[src/hdl/nr_transport_block_size_unit_macros.svh]
// assertion macros shared by the transport block size unit
`ifndef NR_TRANSPORT_BLOCK_SIZE_UNIT_MACROS_SVH
`define NR_TRANSPORT_BLOCK_SIZE_UNIT_MACROS_SVH
`ifndef NO_ASSERTIONS
`define NRTBS_ASSERT_IMPLY(lbl, ante, cons) \
  lbl: assert property (@(posedge clk) disable iff (rst) (ante) |-> (cons)) \
    else $error("nrtbs: same-cycle check failed");
`define NRTBS_ASSERT_NEXT(lbl, ante, cons) \
  lbl: assert property (@(posedge clk) disable iff (rst) (ante) |=> (cons)) \
    else $error("nrtbs: next-cycle check failed");
`else
`define NRTBS_ASSERT_IMPLY(lbl, ante, cons)
`define NRTBS_ASSERT_NEXT(lbl, ante, cons)
`endif
`endif

[src/hdl/nrtbs_pkg.sv]
// types, constants and tables of the transport block size unit
package nrtbs_pkg;

  localparam int TBS_TABLE_ENTRIES = 93;
  localparam int MAX_PRB           = 275;

  // field widths
  localparam int MCS_W   = 5;
  localparam int PRB_W   = 9;
  localparam int QM_W    = 4;
  localparam int R5_W    = 11;
  localparam int RATE_W  = 14;
  localparam int TBS_W   = 21;
  localparam int CFG_IDX_W  = 3;
  localparam int CFG_DATA_W = 7;

  // internal widths
  localparam int RE_W    = 8;
  localparam int NRE_W   = 16;
  localparam int P_W     = 27;
  localparam int QMV_W   = 7;
  localparam int PROD_W  = 34;
  localparam int NINFO_W = 22;
  localparam int LOG_W   = 5;
  localparam int NP_W    = 23;
  localparam int Y_W     = 24;
  localparam int C_W     = 12;
  localparam int D_W     = 15;
  localparam int Q_W     = 11;
  localparam int DS_W    = D_W + Q_W;
  localparam int SMALL_W = 12;
  localparam int IDX_W   = 7;

  // numeric constants of the size rules
  localparam int RE_CAP      = 156;
  localparam int RE_PER_SYM  = 12;
  localparam int INFO_SHIFT  = 11;
  localparam int SMALL_MAX   = 3824;
  localparam int LARGE_MIN   = 3840;
  localparam int SEG_LOW     = 3816;
  localparam int SEG_HIGH    = 8424;
  localparam int RATE_LOW_R5 = 2560 / 5;
  localparam int RATE_DIV    = 5;
  localparam int TBS_MIN     = 24;
  localparam int TBS_MAX     = 2097151;
  localparam int QUANT_LOG_MIN = 9;

  // reciprocals for the two segment sizes
  localparam int RECIP_S  = 38;
  localparam int RECIP_W  = 27;
  localparam int RPROD_W  = Y_W + RECIP_W;
  localparam logic [RECIP_W-1:0] RECIP_SEG_LOW =
    RECIP_W'(((64'd1 << RECIP_S) + 64'(SEG_LOW) - 64'd1) / 64'(SEG_LOW));
  localparam logic [RECIP_W-1:0] RECIP_SEG_HIGH =
    RECIP_W'(((64'd1 << RECIP_S) + 64'(SEG_HIGH) - 64'd1) / 64'(SEG_HIGH));

  typedef enum logic [CFG_IDX_W-1:0] {
    CFG_MCS_TABLE    = 3'd0,
    CFG_SYMBOLS      = 3'd1,
    CFG_DMRS_RE      = 3'd2,
    CFG_OVERHEAD_RE  = 3'd3,
    CFG_SCALING      = 3'd4,
    CFG_LAYERS       = 3'd5
  } cfg_idx_t;

  typedef struct packed {
    logic [1:0] mcs_table;
    logic [3:0] symbols_per_slot;
    logic [6:0] dmrs_re_per_prb;
    logic [4:0] overhead_re_per_prb;
    logic [1:0] scaling_shift;
    logic [2:0] layer_count;
  } cfg_t;

  typedef struct packed {
    logic [QM_W-1:0] qm;
    logic [R5_W-1:0] r5;
  } mcs_t;

  typedef struct packed {
    logic [NINFO_W-1:0] ninfo;
    mcs_t               mcs;
  } ninfo_t;

  typedef struct packed {
    logic               is_small;
    logic [SMALL_W-1:0] tbs_small;
    logic [D_W-1:0]     d;
    logic [Y_W-1:0]     x;
    mcs_t               mcs;
  } quant_t;

  typedef struct packed {
    logic [TBS_W-1:0]  tbs_bits;
    logic [QM_W-1:0]   mod_order;
    logic [RATE_W-1:0] rate_x10240;
    logic              reserved_mcs;
  } result_t;

  localparam logic [SMALL_W-1:0] TBS_SMALL [TBS_TABLE_ENTRIES] = '{
    12'd24, 12'd32, 12'd40, 12'd48, 12'd56, 12'd64, 12'd72, 12'd80, 12'd88, 12'd96,
    12'd104, 12'd112, 12'd120, 12'd128, 12'd136, 12'd144, 12'd152, 12'd160, 12'd168,
    12'd176, 12'd184, 12'd192, 12'd208, 12'd224, 12'd240, 12'd256, 12'd272, 12'd288,
    12'd304, 12'd320, 12'd336, 12'd352, 12'd368, 12'd384, 12'd408, 12'd432, 12'd456,
    12'd480, 12'd504, 12'd528, 12'd552, 12'd576, 12'd608, 12'd640, 12'd672, 12'd704,
    12'd736, 12'd768, 12'd808, 12'd848, 12'd888, 12'd928, 12'd984, 12'd1032, 12'd1064,
    12'd1128, 12'd1160, 12'd1192, 12'd1224, 12'd1256, 12'd1288, 12'd1320, 12'd1352,
    12'd1416, 12'd1480, 12'd1544, 12'd1608, 12'd1672, 12'd1736, 12'd1800, 12'd1864,
    12'd1928, 12'd2024, 12'd2088, 12'd2152, 12'd2216, 12'd2280, 12'd2408, 12'd2472,
    12'd2536, 12'd2600, 12'd2664, 12'd2728, 12'd2792, 12'd2856, 12'd2976, 12'd3104,
    12'd3240, 12'd3368, 12'd3496, 12'd3624, 12'd3752, 12'd3824
  };

  localparam logic [QM_W-1:0] QM_TAB [3][32] = '{
    '{4'd2, 4'd2, 4'd2, 4'd2, 4'd2, 4'd2, 4'd2, 4'd2, 4'd2, 4'd2, 4'd4, 4'd4, 4'd4, 4'd4,
      4'd4, 4'd4, 4'd4, 4'd6, 4'd6, 4'd6, 4'd6, 4'd6, 4'd6, 4'd6, 4'd6, 4'd6, 4'd6, 4'd6,
      4'd6, 4'd2, 4'd4, 4'd6},
    '{4'd2, 4'd2, 4'd2, 4'd2, 4'd2, 4'd4, 4'd4, 4'd4, 4'd4, 4'd4, 4'd4, 4'd6, 4'd6, 4'd6,
      4'd6, 4'd6, 4'd6, 4'd6, 4'd6, 4'd6, 4'd8, 4'd8, 4'd8, 4'd8, 4'd8, 4'd8, 4'd8, 4'd8,
      4'd2, 4'd4, 4'd6, 4'd8},
    '{4'd2, 4'd2, 4'd2, 4'd2, 4'd2, 4'd2, 4'd2, 4'd2, 4'd2, 4'd2, 4'd2, 4'd2, 4'd2, 4'd2,
      4'd2, 4'd4, 4'd4, 4'd4, 4'd4, 4'd4, 4'd4, 4'd6, 4'd6, 4'd6, 4'd6, 4'd6, 4'd6, 4'd6,
      4'd6, 4'd2, 4'd4, 4'd6}
  };

  // code rate times 10240, divided by five (every entry is a multiple of five)
  localparam logic [R5_W-1:0] R5_TAB [3][32] = '{
    '{11'd240, 11'd314, 11'd386, 11'd502, 11'd616, 11'd758, 11'd898, 11'd1052, 11'd1204,
      11'd1358, 11'd680, 11'd756, 11'd868, 11'd980, 11'd1106, 11'd1232, 11'd1316, 11'd876,
      11'd932, 11'd1034, 11'd1134, 11'd1232, 11'd1332, 11'd1438, 11'd1544, 11'd1644,
      11'd1746, 11'd1820, 11'd1896, 11'd0, 11'd0, 11'd0},
    '{11'd240, 11'd386, 11'd616, 11'd898, 11'd1204, 11'd756, 11'd868, 11'd980, 11'd1106,
      11'd1232, 11'd1316, 11'd932, 11'd1034, 11'd1134, 11'd1232, 11'd1332, 11'd1438,
      11'd1544, 11'd1644, 11'd1746, 11'd1365, 11'd1422, 11'd1508, 11'd1594, 11'd1682,
      11'd1770, 11'd1833, 11'd1896, 11'd0, 11'd0, 11'd0, 11'd0},
    '{11'd60, 11'd80, 11'd100, 11'd128, 11'd156, 11'd198, 11'd240, 11'd314, 11'd386,
      11'd502, 11'd616, 11'd758, 11'd898, 11'd1052, 11'd1204, 11'd680, 11'd756, 11'd868,
      11'd980, 11'd1106, 11'd1232, 11'd876, 11'd932, 11'd1034, 11'd1134, 11'd1232,
      11'd1332, 11'd1438, 11'd1544, 11'd0, 11'd0, 11'd0}
  };

  // position of the highest set bit, zero for zero
  function automatic logic [LOG_W-1:0] floor_log2(input logic [NINFO_W-1:0] v);
    logic [LOG_W-1:0] r;
    r = '0;
    for (int i = 0; i < NINFO_W; i++) begin
      if (v[i]) r = LOG_W'(i);
    end
    return r;
  endfunction

endpackage

[src/hdl/nrtbs_in_if.sv]
// input channel: mcs index and prb count
interface nrtbs_in_if;
  logic                        valid;
  logic                        ready;
  logic [nrtbs_pkg::MCS_W-1:0] mcs_index;
  logic [nrtbs_pkg::PRB_W-1:0] prb_count;

  modport source (output valid, output mcs_index, output prb_count, input ready);
  modport sink (input valid, input mcs_index, input prb_count, output ready);
endinterface

[src/hdl/nrtbs_out_if.sv]
// output channel: transport block size result
interface nrtbs_out_if;
  logic                         valid;
  logic                         ready;
  logic [nrtbs_pkg::TBS_W-1:0]  tbs_bits;
  logic [nrtbs_pkg::QM_W-1:0]   mod_order;
  logic [nrtbs_pkg::RATE_W-1:0] rate_x10240;
  logic                         reserved_mcs;

  modport source (output valid, output tbs_bits, output mod_order, output rate_x10240,
                  output reserved_mcs, input ready);
  modport sink (input valid, input tbs_bits, input mod_order, input rate_x10240,
                input reserved_mcs, output ready);
endinterface

[src/hdl/nr_transport_block_size_unit.sv]
// an accepted item passes through the ninfo, quantization and division pipelines to result_out
// throughput: one item per cycle while result_out is ready, set by the 11-stage quotient pipeline
// every stage holds its item under backpressure and takes a new one when free
// reset clears all stage valid bits and loads the configuration defaults
// no table or memory needs clearing after reset
`include "nr_transport_block_size_unit_macros.svh"
module nr_transport_block_size_unit #(
  parameter int MAX_PRB = nrtbs_pkg::MAX_PRB
) (
  input  logic                             clk,
  input  logic                             rst,
  nrtbs_in_if.sink                         item_in,
  nrtbs_out_if.source                      result_out,
  input  logic                             cfg_write,
  input  logic [nrtbs_pkg::CFG_IDX_W-1:0]  cfg_index,
  input  logic [nrtbs_pkg::CFG_DATA_W-1:0] cfg_data
);

  nrtbs_pkg::cfg_t    cfg;
  logic               ni_valid, ni_ready, qt_valid, qt_ready;
  nrtbs_pkg::ninfo_t  ni_data;
  nrtbs_pkg::quant_t  qt_data;
  nrtbs_pkg::result_t res;

  // configuration registers
  always_ff @(posedge clk) begin
    if (rst) begin
      cfg.mcs_table           <= 2'd1;
      cfg.symbols_per_slot    <= 4'd13;
      cfg.dmrs_re_per_prb     <= 7'd12;
      cfg.overhead_re_per_prb <= 5'd0;
      cfg.scaling_shift       <= 2'd0;
      cfg.layer_count         <= 3'd1;
    end else if (cfg_write) begin
      case (nrtbs_pkg::cfg_idx_t'(cfg_index))
        nrtbs_pkg::CFG_MCS_TABLE:   cfg.mcs_table           <= cfg_data[1:0];
        nrtbs_pkg::CFG_SYMBOLS:     cfg.symbols_per_slot    <= cfg_data[3:0];
        nrtbs_pkg::CFG_DMRS_RE:     cfg.dmrs_re_per_prb     <= cfg_data[6:0];
        nrtbs_pkg::CFG_OVERHEAD_RE: cfg.overhead_re_per_prb <= cfg_data[4:0];
        nrtbs_pkg::CFG_SCALING:     cfg.scaling_shift       <= cfg_data[1:0];
        nrtbs_pkg::CFG_LAYERS:      cfg.layer_count         <= cfg_data[2:0];
        default: begin
        end
      endcase
    end
  end

  // ninfo front end
  nrtbs_ninfo #(.MAX_PRB(MAX_PRB)) u_ninfo (
    .clk       (clk),
    .rst       (rst),
    .cfg       (cfg),
    .in_valid  (item_in.valid),
    .in_ready  (item_in.ready),
    .mcs_index (item_in.mcs_index),
    .prb_count (item_in.prb_count),
    .out_valid (ni_valid),
    .out_ready (ni_ready),
    .out_data  (ni_data)
  );

  // quantization and segment count
  nrtbs_quant u_quant (
    .clk       (clk),
    .rst       (rst),
    .in_valid  (ni_valid),
    .in_ready  (ni_ready),
    .in_data   (ni_data),
    .out_valid (qt_valid),
    .out_ready (qt_ready),
    .out_data  (qt_data)
  );

  // ceiling division and output register
  nrtbs_div u_div (
    .clk       (clk),
    .rst       (rst),
    .in_valid  (qt_valid),
    .in_ready  (qt_ready),
    .in_data   (qt_data),
    .out_valid (result_out.valid),
    .out_ready (result_out.ready),
    .out_data  (res)
  );

  assign result_out.tbs_bits     = res.tbs_bits;
  assign result_out.mod_order    = res.mod_order;
  assign result_out.rate_x10240  = res.rate_x10240;
  assign result_out.reserved_mcs = res.reserved_mcs;

  // a reserved entry always maps to the smallest size
  `NRTBS_ASSERT_IMPLY(a_reserved_min_tbs, result_out.valid && result_out.reserved_mcs, result_out.tbs_bits == nrtbs_pkg::TBS_W'(nrtbs_pkg::TBS_MIN))

endmodule

[src/hdl/nrtbs_ninfo.sv]
// four-stage pipeline from mcs index and prb count to ninfo
module nrtbs_ninfo #(
  parameter int MAX_PRB = nrtbs_pkg::MAX_PRB
) (
  input  logic                        clk,
  input  logic                        rst,
  input  nrtbs_pkg::cfg_t             cfg,
  input  logic                        in_valid,
  output logic                        in_ready,
  input  logic [nrtbs_pkg::MCS_W-1:0] mcs_index,
  input  logic [nrtbs_pkg::PRB_W-1:0] prb_count,
  output logic                        out_valid,
  input  logic                        out_ready,
  output nrtbs_pkg::ninfo_t           out_data
);

  localparam int NST = 4;

  logic [NST-1:0] v;
  logic [NST:0]   adv;

  // stage 1 logic
  logic [nrtbs_pkg::PRB_W-1:0] prb_sat;
  nrtbs_pkg::mcs_t             mcs_l;
  logic [nrtbs_pkg::RE_W-1:0]  gross, removed, re_prb;
  logic [nrtbs_pkg::QMV_W-1:0] qmv;

  // stage registers
  logic [nrtbs_pkg::PRB_W-1:0]   prb1;
  logic [nrtbs_pkg::RE_W-1:0]    re1;
  logic [nrtbs_pkg::QMV_W-1:0]   qmv1, qmv2, qmv3;
  nrtbs_pkg::mcs_t               mcs1, mcs2, mcs3;
  logic [nrtbs_pkg::NRE_W-1:0]   nre2;
  logic [nrtbs_pkg::P_W-1:0]     p3;
  logic [nrtbs_pkg::PROD_W-1:0]  prod;
  nrtbs_pkg::ninfo_t             s4;

  // per-stage advance, a stage moves when empty or when its successor moves
  always_comb begin
    adv[NST] = out_ready;
    for (int k = NST - 1; k >= 0; k--) begin
      adv[k] = !v[k] || adv[k+1];
    end
  end

  always_ff @(posedge clk) begin
    if (rst) begin
      v <= '0;
    end else begin
      if (adv[0]) v[0] <= in_valid;
      for (int k = 1; k < NST; k++) begin
        if (adv[k]) v[k] <= v[k-1];
      end
    end
  end

  // table lookup, prb clamp and re count per prb
  always_comb begin
    prb_sat = (prb_count > nrtbs_pkg::PRB_W'(MAX_PRB)) ? nrtbs_pkg::PRB_W'(MAX_PRB)
                                                       : prb_count;
    mcs_l = '0;
    if (cfg.mcs_table < 2'd3) begin
      mcs_l.qm = nrtbs_pkg::QM_TAB[cfg.mcs_table][mcs_index];
      mcs_l.r5 = nrtbs_pkg::R5_TAB[cfg.mcs_table][mcs_index];
    end
    gross   = nrtbs_pkg::RE_W'(cfg.symbols_per_slot) * nrtbs_pkg::RE_W'(nrtbs_pkg::RE_PER_SYM);
    removed = nrtbs_pkg::RE_W'(cfg.dmrs_re_per_prb) + nrtbs_pkg::RE_W'(cfg.overhead_re_per_prb);
    re_prb  = (gross > removed) ? gross - removed : '0;
    if (re_prb > nrtbs_pkg::RE_W'(nrtbs_pkg::RE_CAP)) re_prb = nrtbs_pkg::RE_W'(nrtbs_pkg::RE_CAP);
    qmv = nrtbs_pkg::QMV_W'(mcs_l.qm) * nrtbs_pkg::QMV_W'(cfg.layer_count);
  end

  // last stage product, scaled down
  assign prod = nrtbs_pkg::PROD_W'(p3) * nrtbs_pkg::PROD_W'(qmv3);

  always_ff @(posedge clk) begin
    if (adv[0]) begin
      prb1 <= prb_sat;
      re1  <= re_prb;
      qmv1 <= qmv;
      mcs1 <= mcs_l;
    end
    if (adv[1]) begin
      nre2 <= nrtbs_pkg::NRE_W'(nrtbs_pkg::NRE_W'(re1) * nrtbs_pkg::NRE_W'(prb1));
      qmv2 <= qmv1;
      mcs2 <= mcs1;
    end
    if (adv[2]) begin
      p3   <= nrtbs_pkg::P_W'(nrtbs_pkg::P_W'(nre2) * nrtbs_pkg::P_W'(mcs2.r5));
      qmv3 <= qmv2;
      mcs3 <= mcs2;
    end
    if (adv[3]) begin
      s4.ninfo <= nrtbs_pkg::NINFO_W'((prod >> nrtbs_pkg::INFO_SHIFT) >> cfg.scaling_shift);
      s4.mcs   <= mcs3;
    end
  end

  assign in_ready  = adv[0];
  assign out_valid = v[NST-1];
  assign out_data  = s4;

endmodule

[src/hdl/nrtbs_quant.sv]
// three-stage quantization: small table match and large segment count
`include "nr_transport_block_size_unit_macros.svh"
module nrtbs_quant (
  input  logic              clk,
  input  logic              rst,
  input  logic              in_valid,
  output logic              in_ready,
  input  nrtbs_pkg::ninfo_t in_data,
  output logic              out_valid,
  input  logic              out_ready,
  output nrtbs_pkg::quant_t out_data
);

  localparam int NST = 3;

  logic [NST-1:0] v;
  logic [NST:0]   adv;

  // stage 5 logic
  logic [nrtbs_pkg::NINFO_W-1:0] ni, m, half;
  logic [nrtbs_pkg::LOG_W-1:0]   fl_s, fl_l, n_l;
  logic [2:0]                    n_s;
  logic [nrtbs_pkg::NP_W-1:0]    np_s, np_l, sum_l;
  logic                          is_small;

  // stage 6 logic
  logic [nrtbs_pkg::Y_W-1:0]               y, y_up;
  logic [nrtbs_pkg::TBS_TABLE_ENTRIES-1:0] lt;
  logic                                    c_one;
  logic [nrtbs_pkg::RECIP_W-1:0]           recip;

  // stage 7 logic
  logic [nrtbs_pkg::C_W-1:0]     c;
  logic [nrtbs_pkg::IDX_W-1:0]   idx;
  nrtbs_pkg::quant_t             q_next;

  // stage registers
  logic [nrtbs_pkg::NP_W-1:0]              np5;
  logic                                    small5, rlow5, small6, c_one6;
  nrtbs_pkg::mcs_t                         mcs5, mcs6;
  logic [nrtbs_pkg::Y_W-1:0]               y6;
  logic [nrtbs_pkg::RPROD_W-1:0]           rprod6;
  logic [nrtbs_pkg::TBS_TABLE_ENTRIES-1:0] lt6;
  nrtbs_pkg::quant_t                       s7;

  always_comb begin
    adv[NST] = out_ready;
    for (int k = NST - 1; k >= 0; k--) begin
      adv[k] = !v[k] || adv[k+1];
    end
  end

  always_ff @(posedge clk) begin
    if (rst) begin
      v <= '0;
    end else begin
      if (adv[0]) v[0] <= in_valid;
      for (int k = 1; k < NST; k++) begin
        if (adv[k]) v[k] <= v[k-1];
      end
    end
  end

  // quantize ninfo on both paths, pick by size
  always_comb begin
    ni       = in_data.ninfo;
    is_small = ni <= nrtbs_pkg::NINFO_W'(nrtbs_pkg::SMALL_MAX);
    fl_s     = nrtbs_pkg::floor_log2(ni);
    n_s = (ni != '0 && fl_s >= nrtbs_pkg::LOG_W'(nrtbs_pkg::QUANT_LOG_MIN))
          ? 3'(fl_s - nrtbs_pkg::LOG_W'(6)) : 3'd3;
    np_s = nrtbs_pkg::NP_W'((ni >> n_s) << n_s);
    if (np_s < nrtbs_pkg::NP_W'(nrtbs_pkg::TBS_MIN)) np_s = nrtbs_pkg::NP_W'(nrtbs_pkg::TBS_MIN);
    m     = ni - nrtbs_pkg::NINFO_W'(nrtbs_pkg::TBS_MIN);
    fl_l  = nrtbs_pkg::floor_log2(m);
    n_l   = fl_l - nrtbs_pkg::LOG_W'(5);
    half  = nrtbs_pkg::NINFO_W'(1) << (n_l - nrtbs_pkg::LOG_W'(1));
    sum_l = nrtbs_pkg::NP_W'(m) + nrtbs_pkg::NP_W'(half);
    np_l  = (sum_l >> n_l) << n_l;
    if (np_l < nrtbs_pkg::NP_W'(nrtbs_pkg::LARGE_MIN)) np_l = nrtbs_pkg::NP_W'(nrtbs_pkg::LARGE_MIN);
  end

  // table compares and segment count estimate
  always_comb begin
    y = nrtbs_pkg::Y_W'(np5) + nrtbs_pkg::Y_W'(nrtbs_pkg::TBS_MIN);
    // ceiling of the segment count: add segment size less one before the reciprocal
    y_up = nrtbs_pkg::Y_W'(np5) +
           (rlow5 ? nrtbs_pkg::Y_W'(nrtbs_pkg::SEG_LOW - 1 + nrtbs_pkg::TBS_MIN)
                  : nrtbs_pkg::Y_W'(nrtbs_pkg::SEG_HIGH - 1 + nrtbs_pkg::TBS_MIN));
    for (int i = 0; i < nrtbs_pkg::TBS_TABLE_ENTRIES; i++) begin
      lt[i] = nrtbs_pkg::NP_W'(nrtbs_pkg::TBS_SMALL[i]) < np5;
    end
    c_one = !rlow5 && (np5 <= nrtbs_pkg::NP_W'(nrtbs_pkg::SEG_HIGH));
    recip = rlow5 ? nrtbs_pkg::RECIP_SEG_LOW : nrtbs_pkg::RECIP_SEG_HIGH;
  end

  // table index, divisor and ceiling dividend
  always_comb begin
    c   = c_one6 ? nrtbs_pkg::C_W'(1) : nrtbs_pkg::C_W'(rprod6 >> nrtbs_pkg::RECIP_S);
    idx = nrtbs_pkg::IDX_W'($countones(lt6));
    if (idx > nrtbs_pkg::IDX_W'(nrtbs_pkg::TBS_TABLE_ENTRIES - 1)) begin
      idx = nrtbs_pkg::IDX_W'(nrtbs_pkg::TBS_TABLE_ENTRIES - 1);
    end
    q_next.is_small  = small6;
    q_next.tbs_small = nrtbs_pkg::TBS_SMALL[idx];
    q_next.mcs       = mcs6;
    if (small6) begin
      q_next.d = nrtbs_pkg::D_W'(8);
      q_next.x = '0;
    end else begin
      q_next.d = nrtbs_pkg::D_W'(c) << 3;
      q_next.x = y6 + nrtbs_pkg::Y_W'(q_next.d) - nrtbs_pkg::Y_W'(1);
    end
  end

  always_ff @(posedge clk) begin
    if (adv[0]) begin
      np5    <= is_small ? np_s : np_l;
      small5 <= is_small;
      rlow5  <= in_data.mcs.r5 <= nrtbs_pkg::R5_W'(nrtbs_pkg::RATE_LOW_R5);
      mcs5   <= in_data.mcs;
    end
    if (adv[1]) begin
      y6     <= y;
      rprod6 <= nrtbs_pkg::RPROD_W'(y_up) * nrtbs_pkg::RPROD_W'(recip);
      c_one6 <= c_one;
      lt6    <= lt;
      small6 <= small5;
      mcs6   <= mcs5;
    end
    if (adv[2]) begin
      s7 <= q_next;
    end
  end

  assign in_ready  = adv[0];
  assign out_valid = v[NST-1];
  assign out_data  = s7;

  // large items always leave with a nonzero divisor
  `NRTBS_ASSERT_IMPLY(a_divisor_nonzero, v[NST-1] && !s7.is_small, s7.d != '0)
  // a held result stays valid while downstream stalls
  `NRTBS_ASSERT_NEXT(a_stall_keeps_item, !rst && v[NST-1] && !out_ready, v[NST-1])

endmodule

[src/hdl/nrtbs_div.sv]
// pipelined ceiling division, one quotient bit a stage, then tbs rounding
`include "nr_transport_block_size_unit_macros.svh"
module nrtbs_div (
  input  logic               clk,
  input  logic               rst,
  input  logic               in_valid,
  output logic               in_ready,
  input  nrtbs_pkg::quant_t  in_data,
  output logic               out_valid,
  input  logic               out_ready,
  output nrtbs_pkg::result_t out_data
);

  localparam int QW  = nrtbs_pkg::Q_W;
  localparam int NST = QW + 1;

  typedef struct packed {
    logic                          is_small;
    logic [nrtbs_pkg::SMALL_W-1:0] tbs_small;
    logic [nrtbs_pkg::D_W-1:0]     d;
    logic [nrtbs_pkg::Y_W-1:0]     rem;
    logic [QW-1:0]                 q;
    nrtbs_pkg::mcs_t               mcs;
  } dstage_t;

  logic [NST-1:0] v;
  logic [NST:0]   adv;
  dstage_t        first;
  dstage_t        st [QW];

  logic [nrtbs_pkg::DS_W-1:0] full, tbs_l;
  nrtbs_pkg::result_t         res_next, res;

  always_comb begin
    adv[NST] = out_ready;
    for (int k = NST - 1; k >= 0; k--) begin
      adv[k] = !v[k] || adv[k+1];
    end
  end

  always_ff @(posedge clk) begin
    if (rst) begin
      v <= '0;
    end else begin
      if (adv[0]) v[0] <= in_valid;
      for (int k = 1; k < NST; k++) begin
        if (adv[k]) v[k] <= v[k-1];
      end
    end
  end

  // dividend enters as the running remainder
  always_comb begin
    first.is_small  = in_data.is_small;
    first.tbs_small = in_data.tbs_small;
    first.d         = in_data.d;
    first.rem       = in_data.x;
    first.q         = '0;
    first.mcs       = in_data.mcs;
  end

  // restoring division, msb of the quotient first
  for (genvar i = 0; i < QW; i++) begin : g_step
    dstage_t                    prev, nxt;
    logic [nrtbs_pkg::DS_W-1:0] dsh;

    if (i == 0) begin : g_first
      assign prev = first;
    end else begin : g_rest
      assign prev = st[i-1];
    end

    always_comb begin
      nxt = prev;
      dsh = nrtbs_pkg::DS_W'(prev.d) << (QW - 1 - i);
      if (nrtbs_pkg::DS_W'(prev.rem) >= dsh) begin
        nxt.rem          = prev.rem - nrtbs_pkg::Y_W'(dsh);
        nxt.q[QW - 1 - i] = 1'b1;
      end
    end

    always_ff @(posedge clk) begin
      if (adv[i]) st[i] <= nxt;
    end
  end

  // rounded size, saturated to the field
  always_comb begin
    full  = nrtbs_pkg::DS_W'(st[QW-1].d) * nrtbs_pkg::DS_W'(st[QW-1].q);
    tbs_l = full - nrtbs_pkg::DS_W'(nrtbs_pkg::TBS_MIN);
    if (tbs_l > nrtbs_pkg::DS_W'(nrtbs_pkg::TBS_MAX)) begin
      tbs_l = nrtbs_pkg::DS_W'(nrtbs_pkg::TBS_MAX);
    end
    res_next.tbs_bits = st[QW-1].is_small ? nrtbs_pkg::TBS_W'(st[QW-1].tbs_small)
                                          : nrtbs_pkg::TBS_W'(tbs_l);
    res_next.mod_order    = st[QW-1].mcs.qm;
    res_next.rate_x10240  = nrtbs_pkg::RATE_W'(st[QW-1].mcs.r5) *
                            nrtbs_pkg::RATE_W'(nrtbs_pkg::RATE_DIV);
    res_next.reserved_mcs = st[QW-1].mcs.r5 == '0;
  end

  always_ff @(posedge clk) begin
    if (adv[QW]) res <= res_next;
  end

  assign in_ready  = adv[0];
  assign out_valid = v[NST-1];
  assign out_data  = res;

  // the remainder ends below the divisor
  `NRTBS_ASSERT_IMPLY(a_rem_below_divisor, v[QW-1], st[QW-1].rem < nrtbs_pkg::Y_W'(st[QW-1].d))
  // a large item needs at least one code block of data
  `NRTBS_ASSERT_IMPLY(a_large_quotient, v[QW-1] && !st[QW-1].is_small, st[QW-1].q != '0)

endmodule
[src/flat_wrapper.sv]
// flat-port wrapper written by rule: the top's interface ports become plain ports
module nr_transport_block_size_unit_flat 
#(
  parameter int MAX_PRB = nrtbs_pkg::MAX_PRB
)
  (clk, rst, cfg_write, cfg_index, cfg_data, item_in_valid, item_in_mcs_index, item_in_prb_count, item_in_ready, result_out_valid, result_out_tbs_bits, result_out_mod_order, result_out_rate_x10240, result_out_reserved_mcs, result_out_ready);
  nrtbs_in_if item_in_i ();
  nrtbs_out_if result_out_i ();
  input  logic clk;
  input  logic rst;
  input  logic cfg_write;
  input  logic [nrtbs_pkg::CFG_IDX_W-1:0] cfg_index;
  input  logic [nrtbs_pkg::CFG_DATA_W-1:0] cfg_data;
  input wire logic [$bits(item_in_i.valid)-1:0] item_in_valid;
  input wire logic [$bits(item_in_i.mcs_index)-1:0] item_in_mcs_index;
  input wire logic [$bits(item_in_i.prb_count)-1:0] item_in_prb_count;
  output wire logic [$bits(item_in_i.ready)-1:0] item_in_ready;
  output wire logic [$bits(result_out_i.valid)-1:0] result_out_valid;
  output wire logic [$bits(result_out_i.tbs_bits)-1:0] result_out_tbs_bits;
  output wire logic [$bits(result_out_i.mod_order)-1:0] result_out_mod_order;
  output wire logic [$bits(result_out_i.rate_x10240)-1:0] result_out_rate_x10240;
  output wire logic [$bits(result_out_i.reserved_mcs)-1:0] result_out_reserved_mcs;
  input wire logic [$bits(result_out_i.ready)-1:0] result_out_ready;
  assign item_in_i.valid = item_in_valid;
  assign item_in_i.mcs_index = item_in_mcs_index;
  assign item_in_i.prb_count = item_in_prb_count;
  assign item_in_ready = item_in_i.ready;
  assign result_out_valid = result_out_i.valid;
  assign result_out_tbs_bits = result_out_i.tbs_bits;
  assign result_out_mod_order = result_out_i.mod_order;
  assign result_out_rate_x10240 = result_out_i.rate_x10240;
  assign result_out_reserved_mcs = result_out_i.reserved_mcs;
  assign result_out_i.ready = result_out_ready;
  nr_transport_block_size_unit #(.MAX_PRB(MAX_PRB)) u_core (.clk(clk), .rst(rst), .item_in(item_in_i), .result_out(result_out_i), .cfg_write(cfg_write), .cfg_index(cfg_index), .cfg_data(cfg_data));
endmodule
[config.mk]
export PLATFORM = sky130hd
export DESIGN_NAME = nr_transport_block_size_unit_flat
export DESIGN_NICKNAME = d
export VERILOG_FILES = /design/src/hdl/nrtbs_pkg.sv /design/src/hdl/nrtbs_in_if.sv /design/src/hdl/nrtbs_out_if.sv /design/src/hdl/nr_transport_block_size_unit.sv /design/src/hdl/nrtbs_ninfo.sv /design/src/hdl/nrtbs_quant.sv /design/src/hdl/nrtbs_div.sv /design/src/flat_wrapper.sv
export VERILOG_INCLUDE_DIRS = /design/src /design/src/hdl
export SDC_FILE = /design/constraint.sdc
export NUM_CORES = 2
export LEC_CHECK = 0
export BUFFER_PORTS_ARGS = -buffer_cell sky130_fd_sc_hd__buf_2
export CAP_MARGIN = 0
export CELL_PAD_IN_SITES_DETAIL_PLACEMENT = 1
export CELL_PAD_IN_SITES_GLOBAL_PLACEMENT = 2
export CORE_MARGIN = 4
export CORE_UTILIZATION = 45
export CTS_CLUSTER_SIZE = 25
export DETAILED_ROUTE_END_ITERATION = 10
export HOLD_SLACK_MARGIN = 0.05
export MAX_ROUTING_LAYER = met4
export PLACE_DENSITY = 0.81
export SYNTH_ARGS = -nofsm -noshare
export SYNTH_HDL_FRONTEND = slang
export SYNTH_SLANG_ARGS = --single-unit
[constraint.sdc]
create_clock -name clk -period 29.9 [get_ports clk]
set_input_delay 2.99 -clock clk [delete_from_list [all_inputs] [get_ports clk]]
set_output_delay 2.99 -clock clk [all_outputs]
set_load 0.005 [all_outputs]
==> results.toml <==
[drt]
routedWlPerCell_um = 22.3
top_layer = "met4"
drt-total-wl_um = 248000
drt_first_iter_violations = 3939
m1WireLength_um = 109000
wl_met3_um = 9140
via_per_inst = 5.49
drc_errors = 0
via_count = 61000
dr_wl_met2_um = 123000
ant_nets = 0
first_pass_iters = 5

[run_status]
status = "finished clean"

[sta]
tightest_slew_ns = 1.14
finalHoldViolations = 0
rsz0062_at_grt = "no"
min_period_ns = 12.20
fin_tns_setup_ns = 0
max_freq_mhz = 82.0
maxSlewHeadroom_pct = 23.0
fin_ws_ns = 17.70
period_share_pct = 40.8
slew_viol_final = 0
finalSetupViolations = 0
finalClockSkew_ns = 0.0375

[worst_setup_path]
crit_type = "in2out"
worst-path-buf-inv = 6
worstPathMaxFanout = 69
startpoint_type = "input port"
cp_cell_sequence = "buf_2, nor2b_1, and3_1, and2_1, nand3_4, buf_4, nor2_1, nand3_4, buf_4, nor2_1, nand3_4, nor2_1, nand3_2, buf_4, nor2_1, nand4_1, buf_4, buf_2"
cp_top_family = "simple AND/OR/NAND/NOR gates"
max_stage_delay_ns = 0.74
reg2reg_slack_ns = 18.02
worst_ep_required_time_ns = 26.91
end_kind = "output port"
arrival_ns = 9.21
crit_slowest_cell = "nand3_4"

[placement]
dp_worst_setup_slack_ns = 17.66
io_buffers = 69
placed_area_sq_um = 93400
gp_congestion = 0.914
hpwlAfterDp_um = 194000

[clocking]
clk_latency_ns = 0.76
holdBufCountCts = 0
clock-sinks = 1181
cts_max_level = 4
cts-root-buf = "clkbuf_16"
post_cts_resized = 0
cts-buffers-inserted = 132
postCtsSetupRepairBufs = 0
path_clk_slew_ns = 0.07
cts_tree = "built"
clockBufferDepth = 3

[yosys]
avgSynthCellArea_sq_um = 10.8
netlist-cell-type-count = 110
ys_ff_latch = 1181
synth_warnings = 0
yosysTopAreaCellShare_pct = 37.9
synth_top_cell_by_area = "edfxtp_1"
syn_area_sq_um = 90100
syn_inst = 8333
synthTopCellsByCount = "1406 x inv_1, 1139 x edfxtp_1, 826 x fa_1, 775 x ha_1, 727 x nand2_1"
async_reset_ff_share_pct = 0
synth_edf_count = 1139
yosysMostFrequentCell = "inv_1"
ys_seq_area_share_pct = 38.9
synth.area.top_cells = "edfxtp_1 38%, fa_1 18%, ha_1 11%, inv_1 5.9%, nand2_1 3.0%"
synth-main-ff-cell = "edfxtp_1"

[floorplanning]
core-area_sq_um = 199000
rows = 164
start_util_pct = 45.2
die_h_um = 456
fp.dieArea_sq_um = 208000
die_w_um = 456
ios = 71

[layout]
fin_nets = 9973
area_growth_pct = 8.66
stdcell_area_sq_um = 97900
drive_gt1_share_pct = 5.53

[grt]
antenna_found_initial = 8
grt_pass1_wl_um = 393000
grt_remaining_overflow = 0
track_usage_pct = 24.7
grt_max_degree = 81
grt_pass1_vias = 66500

[hold_path]
hold_path.class = "reg2reg"

[flow_run]
cap_violations = 0
[registers in the layout, summed over array words and instances (netlist names), 8 cells and up]
name                     cells
u_core.u_quant.y6           24
u_core.cfg                  23
u_core.u_ninfo.p3           27
u_core.u_ninfo.nre2         16
u_core.u_quant.mcs5         14
u_core.u_div.v              12
u_core.u_div.out_data       37
u_core.u_ninfo.mcs1         14
u_core.u_quant.mcs6         14
u_core.u_ninfo.re1           8
u_core.u_quant.np5          23
u_core.u_ninfo.mcs2         14
u_core.u_quant.out_data     60
u_core.u_quant.lt6          93
u_core.u_div.st            702
u_core.u_ninfo.out_data     36
u_core.u_ninfo.mcs3         14
u_core.u_quant.rprod6       12
u_core.u_ninfo.prb1          9
[cells by family (layout without fill, tap and decap cells)]
logic type,Yosys count,count (layout),synth area share (%)
AND/OR/NAND/NOR,2130,2130,11.5
buffers and inverters,1693,1791,7.10
adder cells (fa/ha/maj),1602,1602,29.1
AO/OA/AOI/OAI,1352,1352,9.64
flip-flops,1181,1181,38.9
XOR/XNOR,303,303,2.95
multiplexers,70,70,0.845
other,2,19,0.00833
[layer usage]
metal / vias to the layer above / track usage [%]
met4: 0 / 5.91
met1: 31300 / 32.3
met3: 338 / 2.97
met5: - / -
met2: 1188 / 41.4
li1: 28100 / -
[path summary, 6_finish.rpt]
kind | from | to | cells past startpoint
max | result_out_ready | item_in_ready | 18
min | u_core.u_ninfo.qmv1[2] | u_core.u_ninfo.qmv2[2] | 0
max reg2reg | u_core.u_ninfo.out_data[20] | u_core.u_quant.np5[7] | 39
min reg2reg | u_core.u_ninfo.qmv1[2] | u_core.u_ninfo.qmv2[2] | 0
[final cells by class]
class	count	area (sq um)
inverters	1413	5300
flip-flops and latches	1181	35000
well taps	2656	3320
clock buffers	159	3520
clock inverters	76	966
multi-input cells	5472	48900
repair buffers	143	901
fillers	21500	102000
diodes	4	10.0
[cells in the final DEF, fill, tap and decap left out, types with 135 or more instances in the layout]
cell,instances
xnor2_1,196
a21o_1,136
and2_1,278
a21oi_1,376
nor2_1,472
nand2_1,720
fa_1,826
o21ai_0,318
edfxtp_1,1139
clkbuf_16,135
inv_1,1400
ha_1,775
[stage by stage]
stage / utilization (%) / cells / hold slack, ns
after floorplan: - / 8346 / 0.400
after global placement: 46.9 / 10900 / 0.401
after detailed placement: 46.9 / 10900 / 0.405
after CTS: 49.1 / 11100 / 0.401
after global routing: 49.1 / 11100 / 0.412
final: 49.1 / 11100 / 0.400
Power is left out: the tool's default activity adds up to more than one toggle a clock period on the data nets, which glitch-free logic cannot reach.
